## src/rtl/fbfb_pkg.sv

```systemverilog
// Shared types and constants for the framebuffer fill and blit engine.
`timescale 1ns / 1ps

package fbfb_pkg;

    typedef logic [2:0] t_op;
    typedef logic signed [16:0] t_crd;
    typedef logic signed [15:0] t_fld;

    localparam t_op OP_CLEAR = 3'd0;
    localparam t_op OP_FILL  = 3'd1;
    localparam t_op OP_BEGIN = 3'd2;
    localparam t_op OP_BLIT  = 3'd3;
    localparam t_op OP_READ  = 3'd4;

    localparam logic CFG_SCR_W = 1'b0;
    localparam logic CFG_SCR_H = 1'b1;

    localparam logic [31:0] BLACK_OPAQUE = 32'hFF00_0000;
    localparam logic [7:0]  ALPHA_LIMIT  = 8'd128;

    localparam logic [8:0] SCR_W_RST = 9'd240;
    localparam logic [9:0] SCR_H_RST = 10'd320;

    typedef struct packed {
        logic active;
        t_crd sx;
        t_crd sy;
    } t_blit_pos;

endpackage

```

## src/rtl/fbfb_pix.sv

```systemverilog
// Shared pixel unit: on-screen compare and frame store address.
`timescale 1ns / 1ps

module fbfb_pix #(
    parameter int MAX_WIDTH  = 256,
    parameter int MAX_HEIGHT = 512
) (
    input  fbfb_pkg::t_crd                              i_px,
    input  fbfb_pkg::t_crd                              i_py,
    input  fbfb_pkg::t_crd                              i_aw,
    input  fbfb_pkg::t_crd                              i_ah,
    output logic                                        o_on,
    output logic [$clog2(MAX_WIDTH*MAX_HEIGHT)-1:0]     o_addr
);
    import fbfb_pkg::*;

    localparam int XW = $clog2(MAX_WIDTH);
    localparam int YW = $clog2(MAX_HEIGHT);
    localparam int AW = $clog2(MAX_WIDTH * MAX_HEIGHT);

    assign o_on = (i_px >= 17'sd0) && (i_py >= 17'sd0) && (i_px < i_aw) && (i_py < i_ah);

    assign o_addr = AW'(i_py[YW-1:0]) * AW'(MAX_WIDTH) + AW'(i_px[XW-1:0]);

endmodule

```

## config.mk

```make
export PLATFORM = sky130hd
export DESIGN_NAME = fbfb_pix
export DESIGN_NICKNAME = d
export VERILOG_FILES = /design/src/rtl/fbfb_pkg.sv /design/src/rtl/fbfb_pix.sv
export SDC_FILE = /design/constraint.sdc
export NUM_CORES = 1
export LEC_CHECK = 0
export ABC_AREA = 1
export BUFFER_PORTS_ARGS = -buffer_cell sky130_fd_sc_hd__buf_2
export CAP_MARGIN = 20
export CORE_MARGIN = 1
export CORE_UTILIZATION = 45
export DETAILED_ROUTE_END_ITERATION = 10
export PLACE_DENSITY = 0.84
export SETUP_SLACK_MARGIN = 0.2
export SYNTH_ARGS = -nofsm -noshare
export SYNTH_HDL_FRONTEND = slang
export SYNTH_SLANG_ARGS = --single-unit
```

## constraint.sdc

```tcl
create_clock -name vclk -period 2.05
set_clock_uncertainty 0.05 [all_clocks]
set_input_delay 0.3075 -clock vclk [all_inputs]
set_output_delay 0.3075 -clock vclk [all_outputs]
set_load 0.01 [all_outputs]
```

==> results.ini <==
[sta]
hold_violations=0
finalMaxSlewViolations=0
setup_tns_ns=-0.00553
period_needed_ns=2.06
slew_headroom_pct=85.9
fin_crit_sh_pct=100
tightest_slew_ns=0.211
setup_viol=1
max_freq_mhz=486
final.setup.worst_slack_ns=-0.00553
rsz0062_at_grt=yes

[drt]
wl_per_cell_um=10.4
totalWireLength_um=3460
drc=0
ant_nets=0
drtPass1Iterations=4
drt_iter0_markers=58
vias_per_cell=4.78
vias=1596

[floorplanning]
fp.coreArea_um2=2780
die_area_um2=3190
die_w_um=56.5
fp.dieH_um=56.5
rows=19
num_io_pins=86
start_util_pct=48.0

[worst_setup_path]
worstPathMaxFanout=5
cp.arrival_ns=1.70
crit_buf_inv=3
worstPathRequired_ns=1.69
path_delay_family=adder cells
cp_slowest_cell=fa_2
crit_path_end_kind=output pin
setup.worst_path.start_class=input port
max_stage_delay_ns=0.38
cp_cell_sequence=buf_12, ha_4, inv_2, fa_2, o211ai_4, nand4_1, nand2_1, xnor2_1, buf_2
critical_path_class=input port to output pin

[placement]
place_area_um2=1780
dp.cells=328
post-place-ws_ns=-0.0605
finalWeightedCongestion=0.856
dp_hpwl_um=2570
io_buffers=86

[logic_synthesis]
synth_cell_types=20
netlist_area_um2=1340
syn_inst=215
synth_nets=324
postSynthAreaPerCell_um2=6.22
yosys_warnings=0
seq_area_frac_synth_pct=0

[pwr]
total_leakage_power_nw=1.29
power.density_nw_per_um2=243
ir_drop_uv=272

[finish]
layout.nets=414
fin_area_um2=2030
clock_buffers=0
final_cell_count_no_fill=334
syn_to_final_growth_pct=51.6
drive_above_1_share_pct=39.3
n_antenna_cell=0
nFlopsAndLatches=0
regArea_um2=0
fin_util_pct=72.8

[global_route]
grt_usage_pct=18.5
grt_max_degree=10
grt_pass1_wl_um=5060
grt_overflow=0
antenna_found_initial=0
grt_pass1_vias=1404

[status]
status=finished with violations
violations=setup timing

[hold_path]
hp-class=input port to output pin

[flow_run]
maxCapViolations=0

metal layers:
| metal | wire (um) | vias up | GRT usage (%) | share of wire, % |
|---|---|---|---|---|
| met4 | 35 | 0 | 2.44 | 1.0 |
| met3 | 211 | 6 | 1.84 | 6.1 |
| met1 | 1330 | 682 | 20.1 | 39 |
| met2 | 1880 | 60 | 38.2 | 54 |
| met5 | 0 | - | 0 | 0 |
| li1 | - | 848 | - | - |
cells by family after synthesis:
logic type | Yosys count | share of synthesized area, %
xor+xnor | 8 | 5.24
simple gates | 78 | 24.5
compound gates | 26 | 11.6
buf+inv | 62 | 19.7
fa+ha+maj | 41 | 39.0
report_power, final:
| part | switching, mW | internal (mW) |
|---|---|---|
| registers | 0 | 0 |
| logic | 0.245 | 0.247 |
| clock network | 0 | 0 |
| total | 0.245 | 0.247 |
cell usage after synthesis, types with 3 or more instances:
cell	number	area share (%)
buf_4	8	4.5
a21o_1	6	3.4
ha_1	40	37
nor2_1	11	3.1
clkinv_1	4	1.1
inv_1	50	14
nand3_1	4	1.5
xnor2_1	5	3.3
a21oi_1	15	5.6
nand2_1	54	15
xor2_1	3	2.0
nand4_1	4	1.9
per-stage QoR:
stage	power (mW)	hold WS [ns]
2_1_floorplan	0.254	0.657
3_3_place_gp	0.393	0.765
3_5_place_dp	0.401	0.769
4_1_cts	0.428	0.770
5_1_grt	0.552	0.773
6_report	0.492	0.767
final timing paths:
path,startpoint,endpoint,slack (ns),depth (start not counted)
max,i_px[7],o_addr[16],-0.006,9
min,i_px[0],o_addr[0],0.77,2
repair_timing:
action | CTS | global route
endpoints found under the hold margin | 0 | 0
hold buffers | 0 | 0
gates resized for setup | 15 | 18
setup buffers | 1 | 4
endpoints found under the setup margin | 7 | 6
gates cloned | 0 | 1
pin swaps | 6 | 19
layout by cell type (no fill, tap or decap), drive strengths merged:
cell	synthesis	routed
a21o	6	6
a21oi	15	15
a31oi	2	2
and2	1	1
buf	8	95
clkbuf	0	1
clkinv	4	4
fa	1	1
ha	40	40
inv	50	50
nand2	55	55
nand3	4	4
nand4	5	5
nor2	13	13
o211ai	1	1
o21ai	2	2
xnor2	5	5
xor2	3	3
final cells by class:
| class | count | area [um2] |
|---|---|---|
| Fill cell | 221 | 756 |
| Inverter | 54 | 203 |
| Multi-Input combinational cell | 153 | 1220 |
| Tap cell | 31 | 38.8 |
| Timing Repair Buffer | 96 | 564 |
No activity file was read; power rests on OpenSTA's default activity.
