$ cat config.mk
export PLATFORM = sky130hd
export DESIGN_NAME = fbfb_blit
export DESIGN_NICKNAME = d
export VERILOG_FILES = /design/src/rtl/fbfb_pkg.sv /design/src/rtl/fbfb_blit.sv
export SDC_FILE = /design/constraint.sdc
export NUM_CORES = 1
export LEC_CHECK = 0
export ABC_AREA = 1
export BUFFER_PORTS_ARGS = -buffer_cell sky130_fd_sc_hd__buf_2
export CORE_AREA = 2 2 138 140
export DETAILED_ROUTE_END_ITERATION = 6
export DIE_AREA = 0 0 140 142
export GPL_TIMING_DRIVEN = 0
export PLACE_DENSITY = 0.54
export SETUP_SLACK_MARGIN = 0.1
export SYNTH_ARGS = -nofsm -noshare
export SYNTH_HDL_FRONTEND = slang
export SYNTH_SLANG_ARGS = --single-unit
$ cat constraint.sdc
create_clock -name i_clk -period 4.29 [get_ports i_clk]
set_input_delay 0.6435 -clock i_clk [delete_from_list [all_inputs] [get_ports i_clk]]
set_output_delay 0.6435 -clock i_clk [all_outputs]
set_load 0.005 [all_outputs]
$ cat src/rtl/fbfb_pkg.sv
// Shared types and constants for the framebuffer fill and blit engine.
`timescale 1ns / 1ps

package fbfb_pkg;

    typedef logic [2:0] t_op;
    typedef logic signed [16:0] t_crd;
    typedef logic signed [15:0] t_fld;

    localparam t_op OP_CLEAR = 3'd0;
    localparam t_op OP_FILL  = 3'd1;
    localparam t_op OP_BEGIN = 3'd2;
    localparam t_op OP_BLIT  = 3'd3;
    localparam t_op OP_READ  = 3'd4;

    localparam logic CFG_SCR_W = 1'b0;
    localparam logic CFG_SCR_H = 1'b1;

    localparam logic [31:0] BLACK_OPAQUE = 32'hFF00_0000;
    localparam logic [7:0]  ALPHA_LIMIT  = 8'd128;

    localparam logic [8:0] SCR_W_RST = 9'd240;
    localparam logic [9:0] SCR_H_RST = 10'd320;

    typedef struct packed {
        logic active;
        t_crd sx;
        t_crd sy;
    } t_blit_pos;

endpackage

$ cat src/rtl/fbfb_blit.sv
// Blit image origin, size and row-major position tracking.
`timescale 1ns / 1ps

module fbfb_blit (
    input  logic                 i_clk,
    input  logic                 i_rst_n,
    input  logic                 i_load,
    input  logic                 i_step,
    input  fbfb_pkg::t_fld       i_x,
    input  fbfb_pkg::t_fld       i_y,
    input  fbfb_pkg::t_fld       i_w,
    input  fbfb_pkg::t_fld       i_h,
    output fbfb_pkg::t_blit_pos  o_pos
);
    import fbfb_pkg::*;

    t_fld r_ox, r_oy, r_bw, r_bh, r_col, r_row;
    t_fld n_col;

    assign n_col = r_col + 16'sd1;

    assign o_pos.active = (r_bw > 16'sd0) && (r_bh > 16'sd0) && (r_row < r_bh);
    assign o_pos.sx     = t_crd'(r_ox) + t_crd'(r_col);
    assign o_pos.sy     = t_crd'(r_oy) + t_crd'(r_row);

    always_ff @(posedge i_clk) begin
        if (!i_rst_n) begin
            r_ox  <= '0;
            r_oy  <= '0;
            r_bw  <= '0;
            r_bh  <= '0;
            r_col <= '0;
            r_row <= '0;
        end else if (i_load) begin
            r_ox  <= i_x;
            r_oy  <= i_y;
            r_bw  <= i_w;
            r_bh  <= i_h;
            r_col <= '0;
            r_row <= '0;
        end else if (i_step) begin
            if (n_col >= r_bw) begin
                r_col <= '0;
                r_row <= r_row + 16'sd1;
            end else begin
                r_col <= n_col;
            end
        end
    end

endmodule

==> summary.md <==
| Metric | Value |
|---|---|
| Outcome | `complete, but fails checks` |
| Failing checks | `design-rule violations` |
| Starting Density | `34.56%` |
| Core ar. | `18460 um2` |
| LEAKAGE | `3.663 nW` |
| Routed wire length | `17510 um` |
| Post-route DRC | `20` |
| Clock slew at reported path FFs | `70 ps` |
| Fin crit share | `77.93%` |
| CTS buffer count | `9` |
| Stages on the worst setup path | `9` |
| #FFs+latches synth | `96` |
| Die X-Extent | `140 um` |
| Fmax | `0.2991 GHz` |
| Die height | `142 um` |
| Reg-to-Reg End | `r_col[12]` |
| Crit path launch | `r_col[0]` |
| Layout Area Growth over Synthesis | `17.50%` |
| First drt pass iteration count | `7` |
| Syn avg cell area | `6.866 um2` |
| Critical Path Start Type | `flip-flop` |
| Dominant cell type by area after synthesis | `dfxtp_1` |
| Critical path capture point | `o_pos[27]` |
| Asr flop ratio synth | `0%` |
| # H-tree levels | `3` |
| Initial antenna violation count | `0` |
| Min cycle time layout | `3343 ps` |
| Max_cap viols | `0` |
| Power consumption | `0.002148 W` |
| Starting DRT DRC Count | `347` |
| Count of input and output buffers | `101` |
| First-pass GRT wire length | `28210 um` |
| Layout cell share with drive strength beyond 1 | `12.52%` |
| WL/cell | `13.67 um` |
| CP Max Fanout | `5` |
| Number of synthesized flops with an enable pin | `0` |
| DIE AREA | `19880 um2` |
| Crit-path max cell delay | `470 ps` |
| Routed vias/inst | `4.766` |
| Crit path arrival time | `2700 ps` |
| Syn_nets | `1064` |
| Final setup violation count | `0` |
| CTS tree | `yes` |
| Final net count | `1176` |
| Top Family by Delay on Critical Path | `compound AO/OA/AOI/OAI gates` |
| Root Buffer | `clkbuf_16` |
| Clock sink count | `96` |
| Clock Latency Late Sink | `350 ps` |
| VDD IR max | `0.1800 mV` |
| Ys Warns | `0` |
| Worst-margin pin slew | `738.5 ps` |
| Fill count | `1988` |
| Grt ovf | `0` |
| RSZ-0062 raised after global routing | `false` |
| Synth area leaders | `dfxtp_1 30%, ha_1 13%, nand2_1 8.6%, a21oi_1 8.1%, inv_1 7.4%` |
| Crit path capture type | `output pin` |
| Rel. slew slack | `50.58%` |
| Cell variety after synth | `37` |
| Crit-path cells | `ha_1 -> inv_1 -> fa_1 -> o21ai_1 -> a21boi_0 -> o21ai_0 -> a21oi_1 -> xor2_1 -> buf_2` |
| Post-DRT Antenna Nets | `0` |
| Worst R2R Start | `r_col[0]` |
| I/O pin count | `103` |
| Pwr/cell area | `286.5 nW/um2` |
| WS Path Type | `flip-flop to output pin` |
| Gate Count Post-Synth | `929` |
| Clk buf depth | `2` |
| Seq/Total Area, Yosys | `30.13%` |
| GP Congestion | `0.8475` |
| Num rows | `50` |
| R2r worst-path depth | `15` |
| Setup bufs post-CTS | `0` |
| Non-Filler Instances | `1281` |
| Slowest CP cell | `dfxtp_1` |
| Worst path bufs/invs | `2` |
| Hold Crit Class | `flip-flop to flip-flop` |
| Primary FF master, synth | `dfxtp_1` |
| Post-cts sizing count | `0` |
| Top-area cell type share of the netlist area | `30.13%` |
| Placed Cells | `1264` |
| Routed via count | `6105` |
| Cts hold-fix bufs | `0` |
| Final TNS setup | `0 ps` |
| Total track usage | `17.86%` |
| Skew final | `5.774 ps` |
| HPWL after DPL | `14270 um` |
| Flop2flop setup slack | `1040 ps` |
| Required @ worst endpoint | `3650 ps` |
| Cell Area, Synth | `6379 um2` |
| Largest net degree at the start of global routing | `15` |
| Slew Limit Fails | `0` |
| Hold Fails Final Rpt | `0` |
| Vias in the first global route | `5511` |
==> power breakdown <==
group          internal, W  switching [W]
sequential        0.000934      0.0000225
clock             0.000527       0.000352
combinational     0.000122       0.000189
total              0.00158       0.000564
==> synth_stat cells (3+ instances only) <==
cell / n
nand2_1: 146
inv_1: 126
nor2_1: 126
a21oi_1: 103
dfxtp_1: 96
o21ai_0: 80
ha_1: 65
nand3_1: 37
xor2_1: 30
nand4_1: 26
clkbuf_1: 25
nor3_1: 14
o21bai_1: 7
xnor2_1: 7
a31oi_1: 6
buf_6: 4
nor4_1: 4
o21ai_1: 3
==> flip-flops by register name, indices dropped and copies added (netlist names) <==
name   flops
r_oy      16
r_bw      16
r_col     16
r_ox      16
r_row     16
r_bh      16
==> placed cells by master (no fill, tap or decap), drive strengths merged, types with 27 or more instances in the layout <==
cell / instances
buf: 108
nand3: 39
nand2: 148
nor2: 127
o21ai: 83
dfxtp: 96
clkbuf: 38
nand4: 27
inv: 127
ha: 65
xor2: 30
a21oi: 104
==> metal layers <==
layer / wire length [um] / global-route usage (%) / up-vias / share of wire [%]
met5: 0 / 0 / - / 0
met4: 195 / 4.466 / 0 / 1.1
met3: 849 / 2.961 / 13 / 4.8
met2: 6783 / 25.59 / 145 / 39
met1: 9683 / 27.58 / 2661 / 55
li1: - / - / 3286 / -
==> worst min-delay path, cell delays in order, from the launching register on <==
cell and delay (ps):
dfxtp_1 300, inv_1 80, a21oi_1 70
==> cells by family (layout without fill, tap and decap cells) <==
kind of cell | after synthesis | after routing | share of synthesized area (%)
AOI/OAI and AO/OA | 205 | 205 | 16.75
adders and majority gates | 67 | 67 | 13.38
other | 0 | 1 | 0
DFF | 96 | 96 | 30.13
and+or+nand+nor | 365 | 365 | 24.76
buffers and inverters | 159 | 276 | 9.906
xor gates and xnor gates | 37 | 37 | 5.080
==> per-stage QoR <==
stage               worst slack, ps  utilization, %  area, um2  hold WS (ps)
floorplan                      1763               -       6379         453.5
global placement               1091           38.89       7177         478.1
detailed placement             1065           38.89       7177         483.8
CTS                           912.0           40.60       7492         495.5
global route                  739.0           40.60       7492         503.8
finish                        946.9           40.61       7495         489.7
==> cell type report <==
| type | instances | area (um2) | share of cell area (%) |
|---|---|---|---|
| multi-input combinational | 674 | 3825 | 51.04 |
| sequential | 96 | 1922 | 25.64 |
| timing repair buffer | 101 | 505.5 | 6.745 |
| inverter | 127 | 479.2 | 6.394 |
| tap | 234 | 292.8 | 3.907 |
| clock buffer | 13 | 250.2 | 3.339 |
| buffer | 32 | 152.6 | 2.037 |
| clock inverter | 3 | 65.06 | 0.8681 |
| antenna | 1 | 2.502 | 0.03339 |
==> how the worst min path moves through the flow <==
stage | to | depth (start not counted) | slack (ps) | startpoint
after detailed placement | r_bw[3] | 2 | 480 | r_bw[3]
final | r_bh[12] | 2 | 490 | r_bh[12]
after global routing | r_ox[14] | 3 | 500 | i_x[14]
after floorplan | r_bw[13] | 2 | 450 | r_bw[13]
after global placement | r_bh[1] | 2 | 480 | r_bh[1]
after CTS | r_oy[8] | 3 | 500 | i_y[8]
No activity file was read; power rests on OpenSTA's default activity.
